**src/rtl/u8u16_pkg.sv**
```systemverilog
// ----------------------------------------------------------------------------
// u8u16_pkg
// Shared types and constants for the UTF-8 to UTF-16 stream transcoder.
// ----------------------------------------------------------------------------
package u8u16_pkg;

  // Result status codes.
  localparam logic [1:0] ST_OK       = 2'd0;
  localparam logic [1:0] ST_BAD_LEAD = 2'd1;
  localparam logic [1:0] ST_TRUNC    = 2'd2;
  localparam logic [1:0] ST_TOO_BIG  = 2'd3;

  // Code point limits and surrogate bases.
  localparam logic [20:0] CP_BMP_MAX  = 21'h00FFFF;
  localparam logic [20:0] CP_MAX      = 21'h10FFFF;
  localparam logic [20:0] CP_PLANE1   = 21'h010000;
  localparam logic [5:0]  HI_SURR_TAG = 6'b110110;
  localparam logic [5:0]  LO_SURR_TAG = 6'b110111;

  // Depth of the queue between the decoder and the emitter.
  localparam int QDEPTH = 2;
  localparam int QPTR_W = (QDEPTH > 1) ? $clog2(QDEPTH) : 1;
  localparam int QCNT_W = $clog2(QDEPTH + 1);

  typedef struct packed {
    logic [7:0] in_byte;
    logic       string_end;
  } byte_item_t;

  typedef struct packed {
    logic [15:0] code_unit;
    logic [1:0]  status;
    logic        run_last;
    logic        string_done;
  } unit_item_t;

  // One decoded request: a single result, or a surrogate pair.
  typedef struct packed {
    logic [15:0] unit0;
    logic [15:0] unit1;
    logic        pair;
    logic [1:0]  status;
    logic        done;
  } job_t;

endpackage

```
**src/rtl/utf8_to_utf16_stream_core.sv**
```systemverilog
// ----------------------------------------------------------------------------
// utf8_to_utf16_stream_core
// UTF-8 byte stream in, UTF-16 code units out, with per-string error status.
// ----------------------------------------------------------------------------
// Usage. Bytes enter on the byte channel, which behaves like the write side
// of a queue: a request is taken on a clock edge with push high and full low.
// The flag string_end marks the last byte of a string. Code units leave on
// the unit channel, the read side of a queue: while empty is low the oldest
// result sits on unit_item, and pop high on a clock edge takes it.
// Each byte gives no result (a lead or middle byte of a sequence, or a byte
// dropped after an error), one code unit, two units for a surrogate pair, or
// one error result with a zero unit and string_done set.
// A result reaches unit_item through the job queue and the output register:
// the job enters the queue on the edge that takes the byte completing it,
// and moves into the output register once that register is free.
// Throughput: one byte per cycle while full is low. A surrogate pair fills
// the output register twice, so the queue keeps one extra job; when the byte
// right after the pair also makes a result, full rises for one cycle.
// Otherwise full rises only when the receiver stops popping.
// When the receiver stalls, the output register holds its result, the queue
// fills, and then full holds off further bytes; nothing is lost.
// Reset (rst, synchronous) clears the decoder state and empties the queue and
// the output register. Units already sent for a string that later fails
// cannot be recalled, so the receiver drops such a string.
// ----------------------------------------------------------------------------
module utf8_to_utf16_stream_core (
  input  logic                  clk,
  input  logic                  rst,
  input  logic                  push,
  output logic                  full,
  input  u8u16_pkg::byte_item_t byte_item,
  output logic                  empty,
  input  logic                  pop,
  output u8u16_pkg::unit_item_t unit_item
);
  import u8u16_pkg::*;

  logic accept;
  logic job_valid;
  job_t job;
  logic head_valid;
  job_t head_job;
  logic head_take;
  logic out_valid;

  // A byte is taken whenever the job queue has room, even if it makes no job.
  assign accept = push && !full;
  assign empty  = !out_valid;

  u8u16_front u_front (
    .clk       (clk),
    .rst       (rst),
    .accept    (accept),
    .item      (byte_item),
    .job_valid (job_valid),
    .job       (job)
  );

  u8u16_queue u_queue (
    .clk        (clk),
    .rst        (rst),
    .wr_en      (accept && job_valid),
    .wr_job     (job),
    .rd_en      (head_take),
    .head_valid (head_valid),
    .head_job   (head_job),
    .full       (full)
  );

  u8u16_back u_back (
    .clk        (clk),
    .rst        (rst),
    .head_valid (head_valid),
    .head_job   (head_job),
    .head_take  (head_take),
    .out_valid  (out_valid),
    .out_item   (unit_item),
    .out_take   (pop)
  );

`ifndef ASSERT_OFF
  // The first half of a pair is always a high surrogate and never ends a string.
  a_first_half: assert property (@(posedge clk) disable iff (rst)
    (!empty && !unit_item.run_last) |->
      (!unit_item.string_done && unit_item.code_unit[15:10] == HI_SURR_TAG))
    else $error("first half of pair is not a high surrogate");

  // Once the high surrogate is taken, the low surrogate follows at once.
  a_pair_follows: assert property (@(posedge clk) disable iff (rst)
    (!empty && pop && !unit_item.run_last) |=>
      (!empty && unit_item.code_unit[15:10] == LO_SURR_TAG))
    else $error("low surrogate did not follow high surrogate");

  // Error results carry a zero unit and close the string.
  a_error_form: assert property (@(posedge clk) disable iff (rst)
    (!empty && unit_item.status != ST_OK) |->
      (unit_item.code_unit == 16'd0 && unit_item.string_done && unit_item.run_last))
    else $error("malformed error result");

  // Reset leaves no result waiting.
  a_reset_empty: assert property (@(posedge clk) rst |=> empty)
    else $error("result pending after reset");
`endif

endmodule

```
**src/rtl/u8u16_front.sv**
```systemverilog
// ----------------------------------------------------------------------------
// u8u16_front
// Decoder: takes one byte per request, tracks the sequence state and hands
// each finished code point or error to the queue as one job.
// ----------------------------------------------------------------------------
module u8u16_front (
  input  logic                  clk,
  input  logic                  rst,
  input  logic                  accept,
  input  u8u16_pkg::byte_item_t item,
  output logic                  job_valid,
  output u8u16_pkg::job_t       job
);
  import u8u16_pkg::*;

  logic [1:0]  bytes_pending, bytes_pending_next;
  logic [20:0] point_accum, point_accum_next;
  logic        skip_to_end, skip_to_end_next;

  logic [20:0] shifted;
  logic [20:0] cp;
  logic [20:0] cp_off;
  logic        do_emit;
  logic        do_fail;
  logic [1:0]  fail_status;
  logic        end_flag;

  assign end_flag = item.string_end;
  assign shifted  = {point_accum[14:0], item.in_byte[5:0]};
  assign cp_off   = cp - CP_PLANE1;

  always_comb begin
    bytes_pending_next = bytes_pending;
    point_accum_next   = point_accum;
    skip_to_end_next   = skip_to_end;
    cp                 = shifted;
    do_emit            = 1'b0;
    do_fail            = 1'b0;
    fail_status        = ST_OK;

    if (skip_to_end) begin
      if (end_flag) begin
        skip_to_end_next = 1'b0;
      end
    end else if (bytes_pending == 2'd0) begin
      if (!item.in_byte[7]) begin
        cp      = {13'd0, item.in_byte};
        do_emit = 1'b1;
      end else begin
        if (item.in_byte[7:5] == 3'b110) begin
          point_accum_next   = {16'd0, item.in_byte[4:0]};
          bytes_pending_next = 2'd1;
        end else if (item.in_byte[7:4] == 4'b1110) begin
          point_accum_next   = {17'd0, item.in_byte[3:0]};
          bytes_pending_next = 2'd2;
        end else if (item.in_byte[7:3] == 5'b11110) begin
          point_accum_next   = {18'd0, item.in_byte[2:0]};
          bytes_pending_next = 2'd3;
        end else begin
          do_fail     = 1'b1;
          fail_status = ST_BAD_LEAD;
        end
        if (!do_fail && end_flag) begin
          do_fail     = 1'b1;
          fail_status = ST_TRUNC;
        end
      end
    end else begin
      point_accum_next   = shifted;
      bytes_pending_next = bytes_pending - 2'd1;
      if (bytes_pending == 2'd1) begin
        point_accum_next = '0;
        cp               = shifted;
        do_emit          = 1'b1;
      end else if (end_flag) begin
        do_fail     = 1'b1;
        fail_status = ST_TRUNC;
      end
    end

    // A code point beyond the last plane turns into an error.
    if (do_emit && (cp > CP_MAX)) begin
      do_emit     = 1'b0;
      do_fail     = 1'b1;
      fail_status = ST_TOO_BIG;
    end

    if (do_fail) begin
      bytes_pending_next = 2'd0;
      point_accum_next   = '0;
      skip_to_end_next   = !end_flag;
    end
  end

  always_comb begin
    job        = '0;
    job_valid  = do_emit || do_fail;
    job.done   = end_flag;
    job.status = ST_OK;
    if (do_fail) begin
      job.status = fail_status;
      job.done   = 1'b1;
    end else if (cp <= CP_BMP_MAX) begin
      job.unit0 = cp[15:0];
    end else begin
      job.pair  = 1'b1;
      job.unit0 = {HI_SURR_TAG, cp_off[19:10]};
      job.unit1 = {LO_SURR_TAG, cp_off[9:0]};
    end
  end

  always_ff @(posedge clk) begin
    if (rst) begin
      bytes_pending <= 2'd0;
      point_accum   <= '0;
      skip_to_end   <= 1'b0;
    end else if (accept) begin
      bytes_pending <= bytes_pending_next;
      point_accum   <= point_accum_next;
      skip_to_end   <= skip_to_end_next;
    end
  end

endmodule

```
**src/rtl/u8u16_queue.sv**
```systemverilog
// ----------------------------------------------------------------------------
// u8u16_queue
// Short job queue that decouples the decoder from the emitter.
// ----------------------------------------------------------------------------
module u8u16_queue (
  input  logic            clk,
  input  logic            rst,
  input  logic            wr_en,
  input  u8u16_pkg::job_t wr_job,
  input  logic            rd_en,
  output logic            head_valid,
  output u8u16_pkg::job_t head_job,
  output logic            full
);
  import u8u16_pkg::*;

  job_t              mem [QDEPTH];
  logic [QPTR_W-1:0] wr_ptr;
  logic [QPTR_W-1:0] rd_ptr;
  logic [QCNT_W-1:0] count;
  logic              do_wr;
  logic              do_rd;

  assign full       = (count == QCNT_W'(QDEPTH));
  assign head_valid = (count != '0);
  assign head_job   = mem[rd_ptr];
  assign do_wr      = wr_en && !full;
  assign do_rd      = rd_en && head_valid;

  always_ff @(posedge clk) begin
    if (do_wr) begin
      mem[wr_ptr] <= wr_job;
    end
  end

  always_ff @(posedge clk) begin
    if (rst) begin
      wr_ptr <= '0;
      rd_ptr <= '0;
      count  <= '0;
    end else begin
      if (do_wr) begin
        wr_ptr <= (wr_ptr == QPTR_W'(QDEPTH - 1)) ? '0 : wr_ptr + 1'b1;
      end
      if (do_rd) begin
        rd_ptr <= (rd_ptr == QPTR_W'(QDEPTH - 1)) ? '0 : rd_ptr + 1'b1;
      end
      if (do_wr && !do_rd) begin
        count <= count + 1'b1;
      end else if (do_rd && !do_wr) begin
        count <= count - 1'b1;
      end
    end
  end

endmodule

```
**src/rtl/u8u16_back.sv**
```systemverilog
// ----------------------------------------------------------------------------
// u8u16_back
// Emitter: turns queued jobs into result requests, two for a surrogate pair,
// through a registered output stage.
// ----------------------------------------------------------------------------
module u8u16_back (
  input  logic                  clk,
  input  logic                  rst,
  input  logic                  head_valid,
  input  u8u16_pkg::job_t       head_job,
  output logic                  head_take,
  output logic                  out_valid,
  output u8u16_pkg::unit_item_t out_item,
  input  logic                  out_take
);
  import u8u16_pkg::*;

  logic       phase;
  logic       load;
  logic       first_half;
  unit_item_t next_item;

  assign load       = (!out_valid || out_take) && head_valid;
  assign first_half = head_job.pair && !phase;
  assign head_take  = load && !first_half;

  always_comb begin
    next_item.status = head_job.status;
    if (first_half) begin
      next_item.code_unit   = head_job.unit0;
      next_item.run_last    = 1'b0;
      next_item.string_done = 1'b0;
    end else begin
      next_item.code_unit   = phase ? head_job.unit1 : head_job.unit0;
      next_item.run_last    = 1'b1;
      next_item.string_done = head_job.done;
    end
  end

  always_ff @(posedge clk) begin
    if (rst) begin
      out_valid <= 1'b0;
      phase     <= 1'b0;
    end else begin
      if (load) begin
        out_valid <= 1'b1;
        phase     <= first_half;
      end else if (out_take) begin
        out_valid <= 1'b0;
      end
    end
  end

  always_ff @(posedge clk) begin
    if (load) begin
      out_item <= next_item;
    end
  end

endmodule

```
**config.mk**
```make
export PLATFORM = sky130hd
export DESIGN_NAME = utf8_to_utf16_stream_core
export DESIGN_NICKNAME = d
export VERILOG_FILES = /design/src/rtl/u8u16_pkg.sv /design/src/rtl/utf8_to_utf16_stream_core.sv /design/src/rtl/u8u16_front.sv /design/src/rtl/u8u16_queue.sv /design/src/rtl/u8u16_back.sv
export SDC_FILE = /design/constraint.sdc
export NUM_CORES = 1
export LEC_CHECK = 0
export BUFFER_PORTS_ARGS = -buffer_cell sky130_fd_sc_hd__buf_2
export CORE_ASPECT_RATIO = 2
export CORE_MARGIN = 1
export CORE_UTILIZATION = 40
export DETAILED_ROUTE_END_ITERATION = 8
export GPL_ROUTABILITY_DRIVEN = 0
export PLACE_DENSITY_LB_ADDON = 0.08
export SLEW_MARGIN = 25
export SYNTH_ARGS = -nofsm -noshare
export SYNTH_HDL_FRONTEND = slang
export SYNTH_HIERARCHICAL = 1
export SYNTH_SLANG_ARGS = --single-unit
```
**constraint.sdc**
```tcl
create_clock -name clk -period 4.3 [get_ports clk]
set_input_delay 1.29 -clock clk [delete_from_list [all_inputs] [get_ports clk]]
set_output_delay 1.29 -clock clk [all_outputs]
set_load 0.1 [all_outputs]
```
Word level (Yosys, flattened, before mapping)
Memory sizes are Yosys's and may differ from the RTL's. A register that Yosys moved wholly into a read port is not among the register bits.
Cells that the tools add are included.
{"block": "word_totals", "word_cells": 121, "n_memories": 1, "ramBits": 72, "reg_bits": 44, "input_bits": 13, "output_inout_bits": 22}
{"block": "op_classes", "eq_ne": 8, "n_addsub": 6, "reduce_logical": 26, "n_lt_le_gt_ge": 2, "n_mux": 66}
{"memory": "u_queue.mem", "depth": 2, "width": 36, "read_ports": 1, "rd_ports_with_merged_regs": 1, "write_ports": 1, "line": "u8u16_queue.sv:17", "source": "job_t mem [QDEPTH];"}
{"operator": "$mux W15", "n": 8}
{"operator": "$mux W21", "n": 3}
{"operator": "$mux W16", "n": 3}
{"operator": "$mux W2", "n": 19}
{"operator": "$mux W33", "n": 1}
{"operator": "$mux W1", "n": 30}
{"operator": "$gt A21 B21 Y1 const B", "n": 1}
{"operator": "$le A21 B16 Y1 const B", "n": 1}
{"operator": "$sub A20 B17 Y20 const B", "n": 1}
{"operator": "$mux W17", "n": 1}
{"operator": "$logic_and A1 B1 Y1", "n": 11}
{"operator": "$logic_not A1 Y1", "n": 8}
{"operator": "$reduce_bool A2 Y1", "n": 3}
{"operator": "$eq A5 B5 Y1 const B", "n": 1}
{"operator": "$ne A5 B4 Y1 const B", "n": 1}
{"operator": "$eq A4 B4 Y1 const B", "n": 1}
{"operator": "$reduce_and A4 Y1", "n": 1}
{"operator": "$sub A2 B1 Y2 const B", "n": 2}
{"operator": "$eq A3 B3 Y1 const B", "n": 1}
{"operator": "$mux W3", "n": 1}
{"operator": "$ne A3 B2 Y1 const B", "n": 1}
{"operator": "$add A1 B1 Y1 const B", "n": 2}
{"operator": "$add A2 B1 Y2 const B", "n": 1}
{"operator": "$eq A2 B1 Y1 const B", "n": 1}
{"operator": "other kinds (4)", "n": 5}

Depth between registers and ports, before layout
Gate-level depths: netlist of the first run.
{"block": "depth", "depth_word": 21, "mapped_depth": 12, "ltp_nobuf": 10}

Cells and area by module
Netlist of the first run, hierarchy kept.
{"module": "u8u16_queue", "instances": 1, "cells_each": 137, "area_per_inst_um2": 2815.2, "seq_area_each_um2": 2262.2}
{"module": "u8u16_front", "instances": 1, "cells_each": 219, "area_per_inst_um2": 1541.5, "seq_area_each_um2": 360.3}
{"module": "u8u16_back", "instances": 1, "cells_each": 51, "area_per_inst_um2": 947.2, "seq_area_each_um2": 640.6}
{"module": "utf8_to_utf16_stream_core", "instances": 1, "cells_each": 3, "area_per_inst_um2": 18.8, "seq_area_each_um2": 0.0}

Worst setup path before layout of the first run
OpenSTA, ideal clock, no wires.
{"block": "synth_timing", "path_type": "input -> register", "startpoint": "in byte_item[8] (netlist bit)", "endpoint": "mem u_queue/mem[0][14] (netlist bit), data pin", "slack_ns": 0.806, "arrival_time_ns": 3.242, "required_ns": 4.048, "setup_ns": 0.252, "path_buffers": 3, "path_stages": 11, "path_cell_list": "nor2_1 -> nand2_1 -> clkbuf_1 -> nand2_1 -> ha_1 -> a2111oi_0 -> nand4_1 -> nand3_2 -> buf_2 -> nor2_1 -> buf_4"}
{"item": "start, declared", "line": "utf8_to_utf16_stream_core.sv:31", "source": "input u8u16_pkg::byte_item_t byte_item,"}
{"item": "end, declared", "line": "u8u16_queue.sv:17"}

Final worst setup path of the first run
{"block": "layout_timing", "startpoint": "in byte_item[8] (netlist bit)", "endpoint": "mem u_queue/mem[1][16] (netlist bit), data pin"}
{"block": "layout_between", "elab_chain_cells": 15, "elab_cells_between_ends": 27, "cone_classes": "order compare: 2; eq/ne: 3; mux: 19; reduce/logical: 3"}
{"item": "$eq A5 B5 Y1", "line": "u8u16_front.sv:56", "source": "end else if (item.in_byte[7:3] == 5'b11110) begin"}
{"item": "$mux W1", "line": "u8u16_front.sv:56"}
{"item": "$mux W1", "line": "u8u16_front.sv:53", "source": "end else if (item.in_byte[7:4] == 4'b1110) begin"}
{"item": "$mux W1", "line": "u8u16_front.sv:50", "source": "if (item.in_byte[7:5] == 3'b110) begin"}
{"item": "$mux W1", "line": "u8u16_front.sv:46", "source": "if (!item.in_byte[7]) begin"}
{"item": "$mux W1", "line": "u8u16_front.sv:45", "source": "end else if (bytes_pending == 2'd0) begin"}
{"item": "$mux W1", "line": "u8u16_front.sv:41", "source": "if (skip_to_end) begin"}
{"item": "$logic_not A1 Y1", "line": "u8u16_front.sv:63", "source": "if (!do_fail && end_flag) begin"}
{"item": "$logic_and A1 B1 Y1", "line": "u8u16_front.sv:63"}
{"item": "$mux W1", "line": "u8u16_front.sv:63"}
{"item": "$mux W1", "line": "u8u16_front.sv:46"}
{"item": "$mux W1", "line": "u8u16_front.sv:45"}
{"item": "$mux W1", "line": "u8u16_front.sv:41"}
{"item": "$mux W1", "line": "u8u16_front.sv:82", "source": "if (do_emit && (cp > CP_MAX)) begin"}
{"item": "$mux W33 (*)", "line": "u8u16_front.sv:100", "source": "if (do_fail) begin"}
Every way passes the cells marked *; elsewhere a longest branch is shown, timed or not. The select of a mux whose other input is x is not followed.

==> results.sh, run 1 <==
export IMPL_slowest_delay_ps=460
export IMPL_final_cell_mix="92 x edfxtp_1, 42 x mux2_2, 34 x buf_2"
export IMPL_ys_seq_elements=117
export IMPL_cts_setup_buffers=0
export IMPL_power_density_nw_per_um2=774
export IMPL_area_delta_synth_final_pct=16.6
export IMPL_fin_nets=461
export IMPL_top_layer="met4"
export IMPL_synthMuxAreaShare_pct=11.7
export IMPL_power_switching_mw=1.80
export IMPL_post_dp_hpwl_um=7900
export IMPL_cts_buffers=17
export IMPL_std_cell_rows=59
export IMPL_tightest_slew_ps=882
export IMPL_cts_tree="built"
export IMPL_clkTransAtPathRegs_ps=60
export IMPL_vias=3289
export IMPL_status="complete, no violations"
export IMPL_synthAdderAreaFrac_pct=0.705
export IMPL_initial_core_util_pct=41.0
export IMPL_antenna_found_initial=0
export IMPL_ir_worst_vdd_uv=470
export IMPL_multi_input_area_sq_um=1830
export IMPL_wl_um=11500
export IMPL_cp_top_family="simple AND/OR/NAND/NOR gates"
export IMPL_yosysWarnings=6
export IMPL_hold_path_class="register to register"
export IMPL_path_cells="buf_2 > nor2_1 > nand2_1 > nand2_1 > ha_1 > nor4b_1 > nand3_1 > nand3_1 > nor2_1"
export IMPL_synth_seq_area_share_pct=61.3
export IMPL_finalPower_mw=4.81
export IMPL_internal_power_mw=3.01
export IMPL_grt_pass1_vias=3238
export IMPL_cts_max_path_buffers=2
export IMPL_drtIter0Drc=157
export IMPL_vias_per_cell=5.39
export IMPL_dpl_instance_area_sq_um=5550
export IMPL_min_to="u_queue/wr_ptr"
export IMPL_grtUsageTotal_pct=17.7
export IMPL_drt_pass1_iterations=4
export IMPL_p_clk_share_pct=32.1
export IMPL_drive_gt1_share_pct=30.1
export IMPL_synth_ff_type="edfxtp_1"
export IMPL_postSynthCellCount=410
export IMPL_wire_per_inst_um=18.8
export IMPL_ios=35
export IMPL_critical_path_buf_inv_count=1
export IMPL_reg2reg_slack_ps=1070
export IMPL_synth_edf_count=92
export IMPL_die_area_sq_um=13800
export IMPL_grt_overflow_total=0
export IMPL_synth_cell_type_count=59
export IMPL_hold_path_cell_count=2
export IMPL_cp_slowest_cell="nor4b_1"
export IMPL_worstReg2RegEnd="u_queue/mem[1][16]"
export IMPL_syn_area_sq_um=5320
export IMPL_share_comb_of_total_power_pct=33.6
export IMPL_synth_area_leaders="edfxtp_1 52%, dfxtp_1 9.4%, mux2_2 8.9%"
export IMPL_end_kind="register"
export IMPL_synth_top_cell_area_share_pct=51.9
export IMPL_drc=0
export IMPL_fin_tns_setup_ps=0
export IMPL_ctsResizeCount=0
export IMPL_avgSynthCellArea_sq_um=13.0
export IMPL_ff_latch_area_sq_um=3260
export IMPL_htreeDepth=4
export IMPL_die_h_um=165
export IMPL_rsz0062_at_grt="false"
export IMPL_grt_pass1_wl_um=18100
export IMPL_timing_final_hold_violations=0
export IMPL_r2r_cells=8
export IMPL_grt_max_degree=37
export IMPL_antenna_left=0
export IMPL_wl_met2_um=6370
export IMPL_portBuffers=34
export IMPL_yosys_area_share_simple_pct=13.5
export IMPL_coreArea_sq_um=13000
export IMPL_worstSetupPathType="input port to register"
export IMPL_syn_num_nets=426
export IMPL_met1Wirelength_um=4420
export IMPL_antenna_cells=0
export IMPL_synthArstFlopShare_pct=0
export IMPL_setup_violations=0
export IMPL_rr_startpoint="u_front/bytes_pending[1]"
export IMPL_swShare_pct=37.4
export IMPL_cts_sinks=117
export IMPL_cts_root_buf="clkbuf_16"
export IMPL_cp_start_kind="input port"
export IMPL_synth_xor_area_share_pct=0.658
export IMPL_fillCellCount=1188
export IMPL_synth_top_family_by_area="simple AND/OR/NAND/NOR gates"
export IMPL_yosysTopAreaCell="edfxtp_1"
export IMPL_fin_util_pct=47.8
export IMPL_layout_min_cycle_time_ps=3560
export IMPL_cp_required_ps=4390
export IMPL_final_common_cell="edfxtp_1"
export IMPL_dr_wl_met3_um=332
export IMPL_final_setup_skew_ps=7.87
export IMPL_stdcell_area_sq_um=6200
export IMPL_slew_violations=0
export IMPL_die_x_um=83.6
export IMPL_period_share_pct=82.7
export IMPL_clk_latency_ps=410
export IMPL_p_seq_share_pct=34.3
export IMPL_worstHoldStart="u_queue/wr_ptr"
export IMPL_maxCapViolCount=0
export IMPL_critPathArrivalTime_ps=3650
export IMPL_synth_compound_area_share_pct=7.73
export IMPL_critical_path_max_fanout=13
export IMPL_p_leak_nw=2.27
export IMPL_max_freq_mhz=281
export IMPL_hold_buffers=0
export IMPL_slew_headroom_pct=41.2
cells by family (layout without fill, tap and decap cells):
family | count (synthesis) | count (layout)
other cells | 1 | 1
compound gates | 61 | 61
buf+inv | 40 | 88
flops | 117 | 117
xor+xnor | 4 | 4
simple gates | 132 | 132
mux | 52 | 52
fa+ha+maj | 3 | 3
cell type report:
cell class	count	share of cell area, %
sequential	117	52.6
multi-input combinational	253	29.5
clock buffer	17	6.86
clock inverter	15	3.65
timing repair buffer	39	3.35
tap	152	3.07
inverter	17	1.03
synthesized netlist by cell type, types with 2 or more instances:
cell type / number
o211a_1: 3
edfxtp_1: 92
nand2_1: 31
and2_1: 4
and3_1: 4
ha_1: 3
a211o_1: 2
nand3b_1: 2
nor2_1: 16
buf_4: 9
o21bai_1: 2
or3_1: 3
inv_1: 17
mux2_2: 42
nor2b_1: 3
clkbuf_1: 3
o21a_1: 4
nand4_1: 12
o21ai_0: 4
xor2_1: 4
mux2_4: 10
a31oi_1: 2
or4_1: 4
o31ai_1: 3
buf_2: 7
nor4_1: 3
nor3_1: 10
or2_2: 2
a21oi_1: 28
buf_6: 3
a31o_2: 2
dfxtp_1: 25
nand3_1: 25
worst min-delay path: stages, from the launching register on:
cell and delay, ps:
dfxtp_1 310, o21ai_0 70, a21oi_1 60
power by group through the flow:
stage                     Clock [mW]  Sequential, mW  Combinational, mW
after floorplan                    0            2.38              0.667
final                           1.54            1.65               1.61
after CTS                       1.57            1.65               1.64
after global placement             0            1.66               1.64
after detailed placement           0            1.68               1.64
after global routing            1.62            1.68               1.70
through the flow:
| stage | instances | hold WS [ps] | setup WS, ps |
|---|---|---|---|
| 2_1_floorplan | 410 | 452 | 806 |
| 3_3_place_gp | 578 | 471 | 508 |
| 3_5_place_dp | 578 | 480 | 418 |
| 4_1_cts | 610 | 492 | 838 |
| 5_1_grt | 610 | 504 | 515 |
| 6_report | 610 | 493 | 742 |
worst max-delay path by stage:
stage | from | to | slack [ps] | cells after the start
after CTS | byte_item[8] | u_queue/mem[1][16] | 840 | 9
after floorplan | byte_item[8] | u_queue/mem[0][14] | 810 | 11
final | byte_item[8] | u_queue/mem[1][16] | 740 | 9
after detailed placement | byte_item[8] | u_queue/mem[0][3] | 420 | 9
after global placement | byte_item[8] | u_queue/mem[1][18] | 510 | 9
after global routing | byte_item[8] | u_queue/mem[0][3] | 520 | 9
state kept, by name (all words and copies together), names as in the netlist, named ones only:
name / flops
u_back/out_item: 20
u_queue/wr_ptr: 1
u_back/out_valid: 1
u_front/bytes_pending: 2
u_front/point_accum: 15
u_queue/rd_ptr: 1
u_front/skip_to_end: 1
u_queue/count: 2
u_back/phase: 1
u_queue/mem: 72
metal layers:
layer / vias to the layer above / GRT usage (%)
li1: 1614 / -
met1: 1580 / 19.3
met2: 72 / 32.1
met3: 23 / 3.88
met4: 0 / 9.24
met5: - / 0
Note: power is estimated with default switching activity, not from simulation.
==> run 2: changes to the inputs <==
==> constraint.sdc (replaced) <==
create_clock -name clk -period 3.6 [get_ports clk]
set_input_delay 1.08 -clock clk [delete_from_list [all_inputs] [get_ports clk]]
set_output_delay 1.08 -clock clk [all_outputs]
set_load 0.1 [all_outputs]
==> run 2 against run 1 <==
  * Register-to-register slack worse by 150 ps
  * Sequential power increased by 19%
  * Utilization is 0.087 points lower
  * Critical endpoint is now u_queue/mem[1][27]
  * Routed wire length increased by 0.45%
  * Critical path type unchanged
  * Clock skew rose by 0.56 ps
  * First-iteration DRC count up 33%
  * Die area stayed put
  * Global-route usage about the same
==> results.sh, run 2 (synthesized netlist as in run 1, its figures left out) <==
export IMPL_vias=3389
export IMPL_die_area_sq_um=13800
export IMPL_vias_per_cell=5.49
export IMPL_hold_buffers=0
export IMPL_cp_start_kind="input port"
export IMPL_fin_cells=617
export IMPL_clkTransAtPathRegs_ps=50
export IMPL_ios=35
export IMPL_crit_top_cell="nand2_1"
export IMPL_cts_sinks=117
export IMPL_cts_max_path_buffers=2
export IMPL_setup_violations=0
export IMPL_initial_core_util_pct=41.0
export IMPL_grt_pass1_vias=3368
export IMPL_status="complete, no violations"
export IMPL_power_density_nw_per_um2=892
export IMPL_grt_overflow_total=0
export IMPL_post_dp_hpwl_um=8140
export IMPL_p_leak_nw=2.26
export IMPL_die_h_um=165
export IMPL_htreeDepth=4
export IMPL_fin_tns_setup_ps=0
export IMPL_die_x_um=83.6
export IMPL_worstSetupPathType="input port to register"
export IMPL_drc=0
export IMPL_slowest_delay_ps=420
export IMPL_fin_nets=468
export IMPL_placed_cells=585
export IMPL_antenna_found_initial=0
export IMPL_maxCapViolCount=0
export IMPL_drtIter0Drc=209
export IMPL_coreArea_sq_um=13000
export IMPL_grtUsageTotal_pct=17.8
export IMPL_largest_register_ffs=72
export IMPL_end_kind="register"
export IMPL_reg2reg_slack_ps=920
export IMPL_final_setup_worst_slack_ps=793
export IMPL_grt_max_degree=37
export IMPL_final_cell_mix="92 x edfxtp_1, 42 x mux2_2, 34 x buf_2"
export IMPL_tightest_slew_ps=811
export IMPL_cts_setup_buffers=0
export IMPL_cts_buffers=17
export IMPL_cts_tree="built"
export IMPL_antenna_left=0
export IMPL_clk_latency_ps=410
export IMPL_cts_root_buf="clkbuf_16"
export IMPL_drive_gt1_share_pct=30.5
export IMPL_std_cell_rows=59
export IMPL_wl_um=11500
export IMPL_slew_headroom_pct=45.8
export IMPL_antenna_cells=0
export IMPL_reg_largest_list="u_queue/mem (72), u_back/out_item (20), u_front/point_accum (15)"
export IMPL_wire_per_inst_um=18.6
export IMPL_rr_startpoint="u_front/bytes_pending[1]"
export IMPL_timing_final_hold_violations=0
export IMPL_top_register="u_queue/mem"
export IMPL_drt_pass1_iterations=5
export IMPL_ir_worst_vdd_uv=644
export IMPL_fin_util_pct=47.7
export IMPL_final_common_cell="edfxtp_1"
export IMPL_worstHoldStart="u_queue/wr_ptr"
export IMPL_slew_violations=0
export IMPL_portBuffers=34
export IMPL_min_to="u_queue/wr_ptr"
export IMPL_critical_path_max_fanout=7
export IMPL_area_delta_synth_final_pct=16.4
export IMPL_ctsResizeCount=0
export IMPL_cp_slowest_cell="a2111oi_2"
export IMPL_grt_pass1_wl_um=18100
export IMPL_final_setup_skew_ps=8.42
export IMPL_hold_path_class="register to register"
export IMPL_cp_required_ps=3790
export IMPL_dpl_worst_slack_ps=391
export IMPL_r2r_cells=8
export IMPL_critPathArrivalTime_ps=3000
export IMPL_path_cells="buf_2 > nor2_1 > nand2_1 > nand2_1 > ha_1 > nor4b_1 > nand3_1 > and2_1 > a2111oi_2"
export IMPL_period_share_pct=78.0
export IMPL_rsz0062_at_grt="false"
export IMPL_max_freq_mhz=356
export IMPL_finalPower_mw=5.52
export IMPL_hold_path_cell_count=2
export IMPL_layout_min_cycle_time_ps=2810
export IMPL_worstReg2RegEnd="u_queue/mem[0][15]"
-- run 2: changes by cell type in the layout (fill, tap and decap cells not counted) --
cell	change
buf_4	+5
bufinv_16	-3
clkinv_1	+3
clkinv_4	-3
buf_12	+2
clkinv_2	+2
clkinvlp_4	+2
inv_6	-1
-- run 2: area by class of cell --
cell class | instances | area (sq um)
clock inverters | 15 | 138
repair buffers | 46 | 285
well taps | 152 | 190
clock buffers | 17 | 425
inverters | 17 | 63.8
fillers | 1174 | 6800
flip-flops and latches | 117 | 3260
multi-input cells | 253 | 1830
-- run 2: metrics by stage --
stage	hold slack, ps	cell area (sq um)
floorplan	452	5320
global route	498	6190
CTS	487	6190
global placement	470	5630
finish	487	6190
detailed placement	479	5630
-- run 2: how the worst max path moves through the flow --
stage | start | end | depth (start not counted) | slack, ps
floorplan | byte_item[8] | u_queue/mem[0][14] | 11 | 320
global placement | byte_item[8] | u_queue/mem[0][27] | 9 | 450
detailed placement | byte_item[8] | u_queue/mem[1][3] | 9 | 390
CTS | byte_item[8] | u_queue/mem[0][15] | 9 | 830
global route | byte_item[8] | u_queue/mem[0][16] | 9 | 560
finish | byte_item[8] | u_queue/mem[1][27] | 9 | 790
-- run 2: worst max-delay path, delay by kind of cell --
kind | cells | cell delay, ps
AOI/OAI and AO/OA | 1 | 420
adders and majority gates | 1 | 170
buffers and inverters | 1 | 130
and+or+nand+nor | 6 | 1200
-- run 2: where the power goes --
part           internal [mW]  switching [mW]  total, mW
Clock                   1.01           0.594       1.60
Sequential              1.87          0.0926       1.97
Combinational          0.507            1.45       1.96
-- run 2: per-layer routing --
metal	track usage, %	vias up	share of wire, %
li1	-	1634	-
met1	18.2	1653	38
met2	33.3	81	56
met3	3.53	21	3.1
met4	10.0	0	2.9
met5	0	-	0
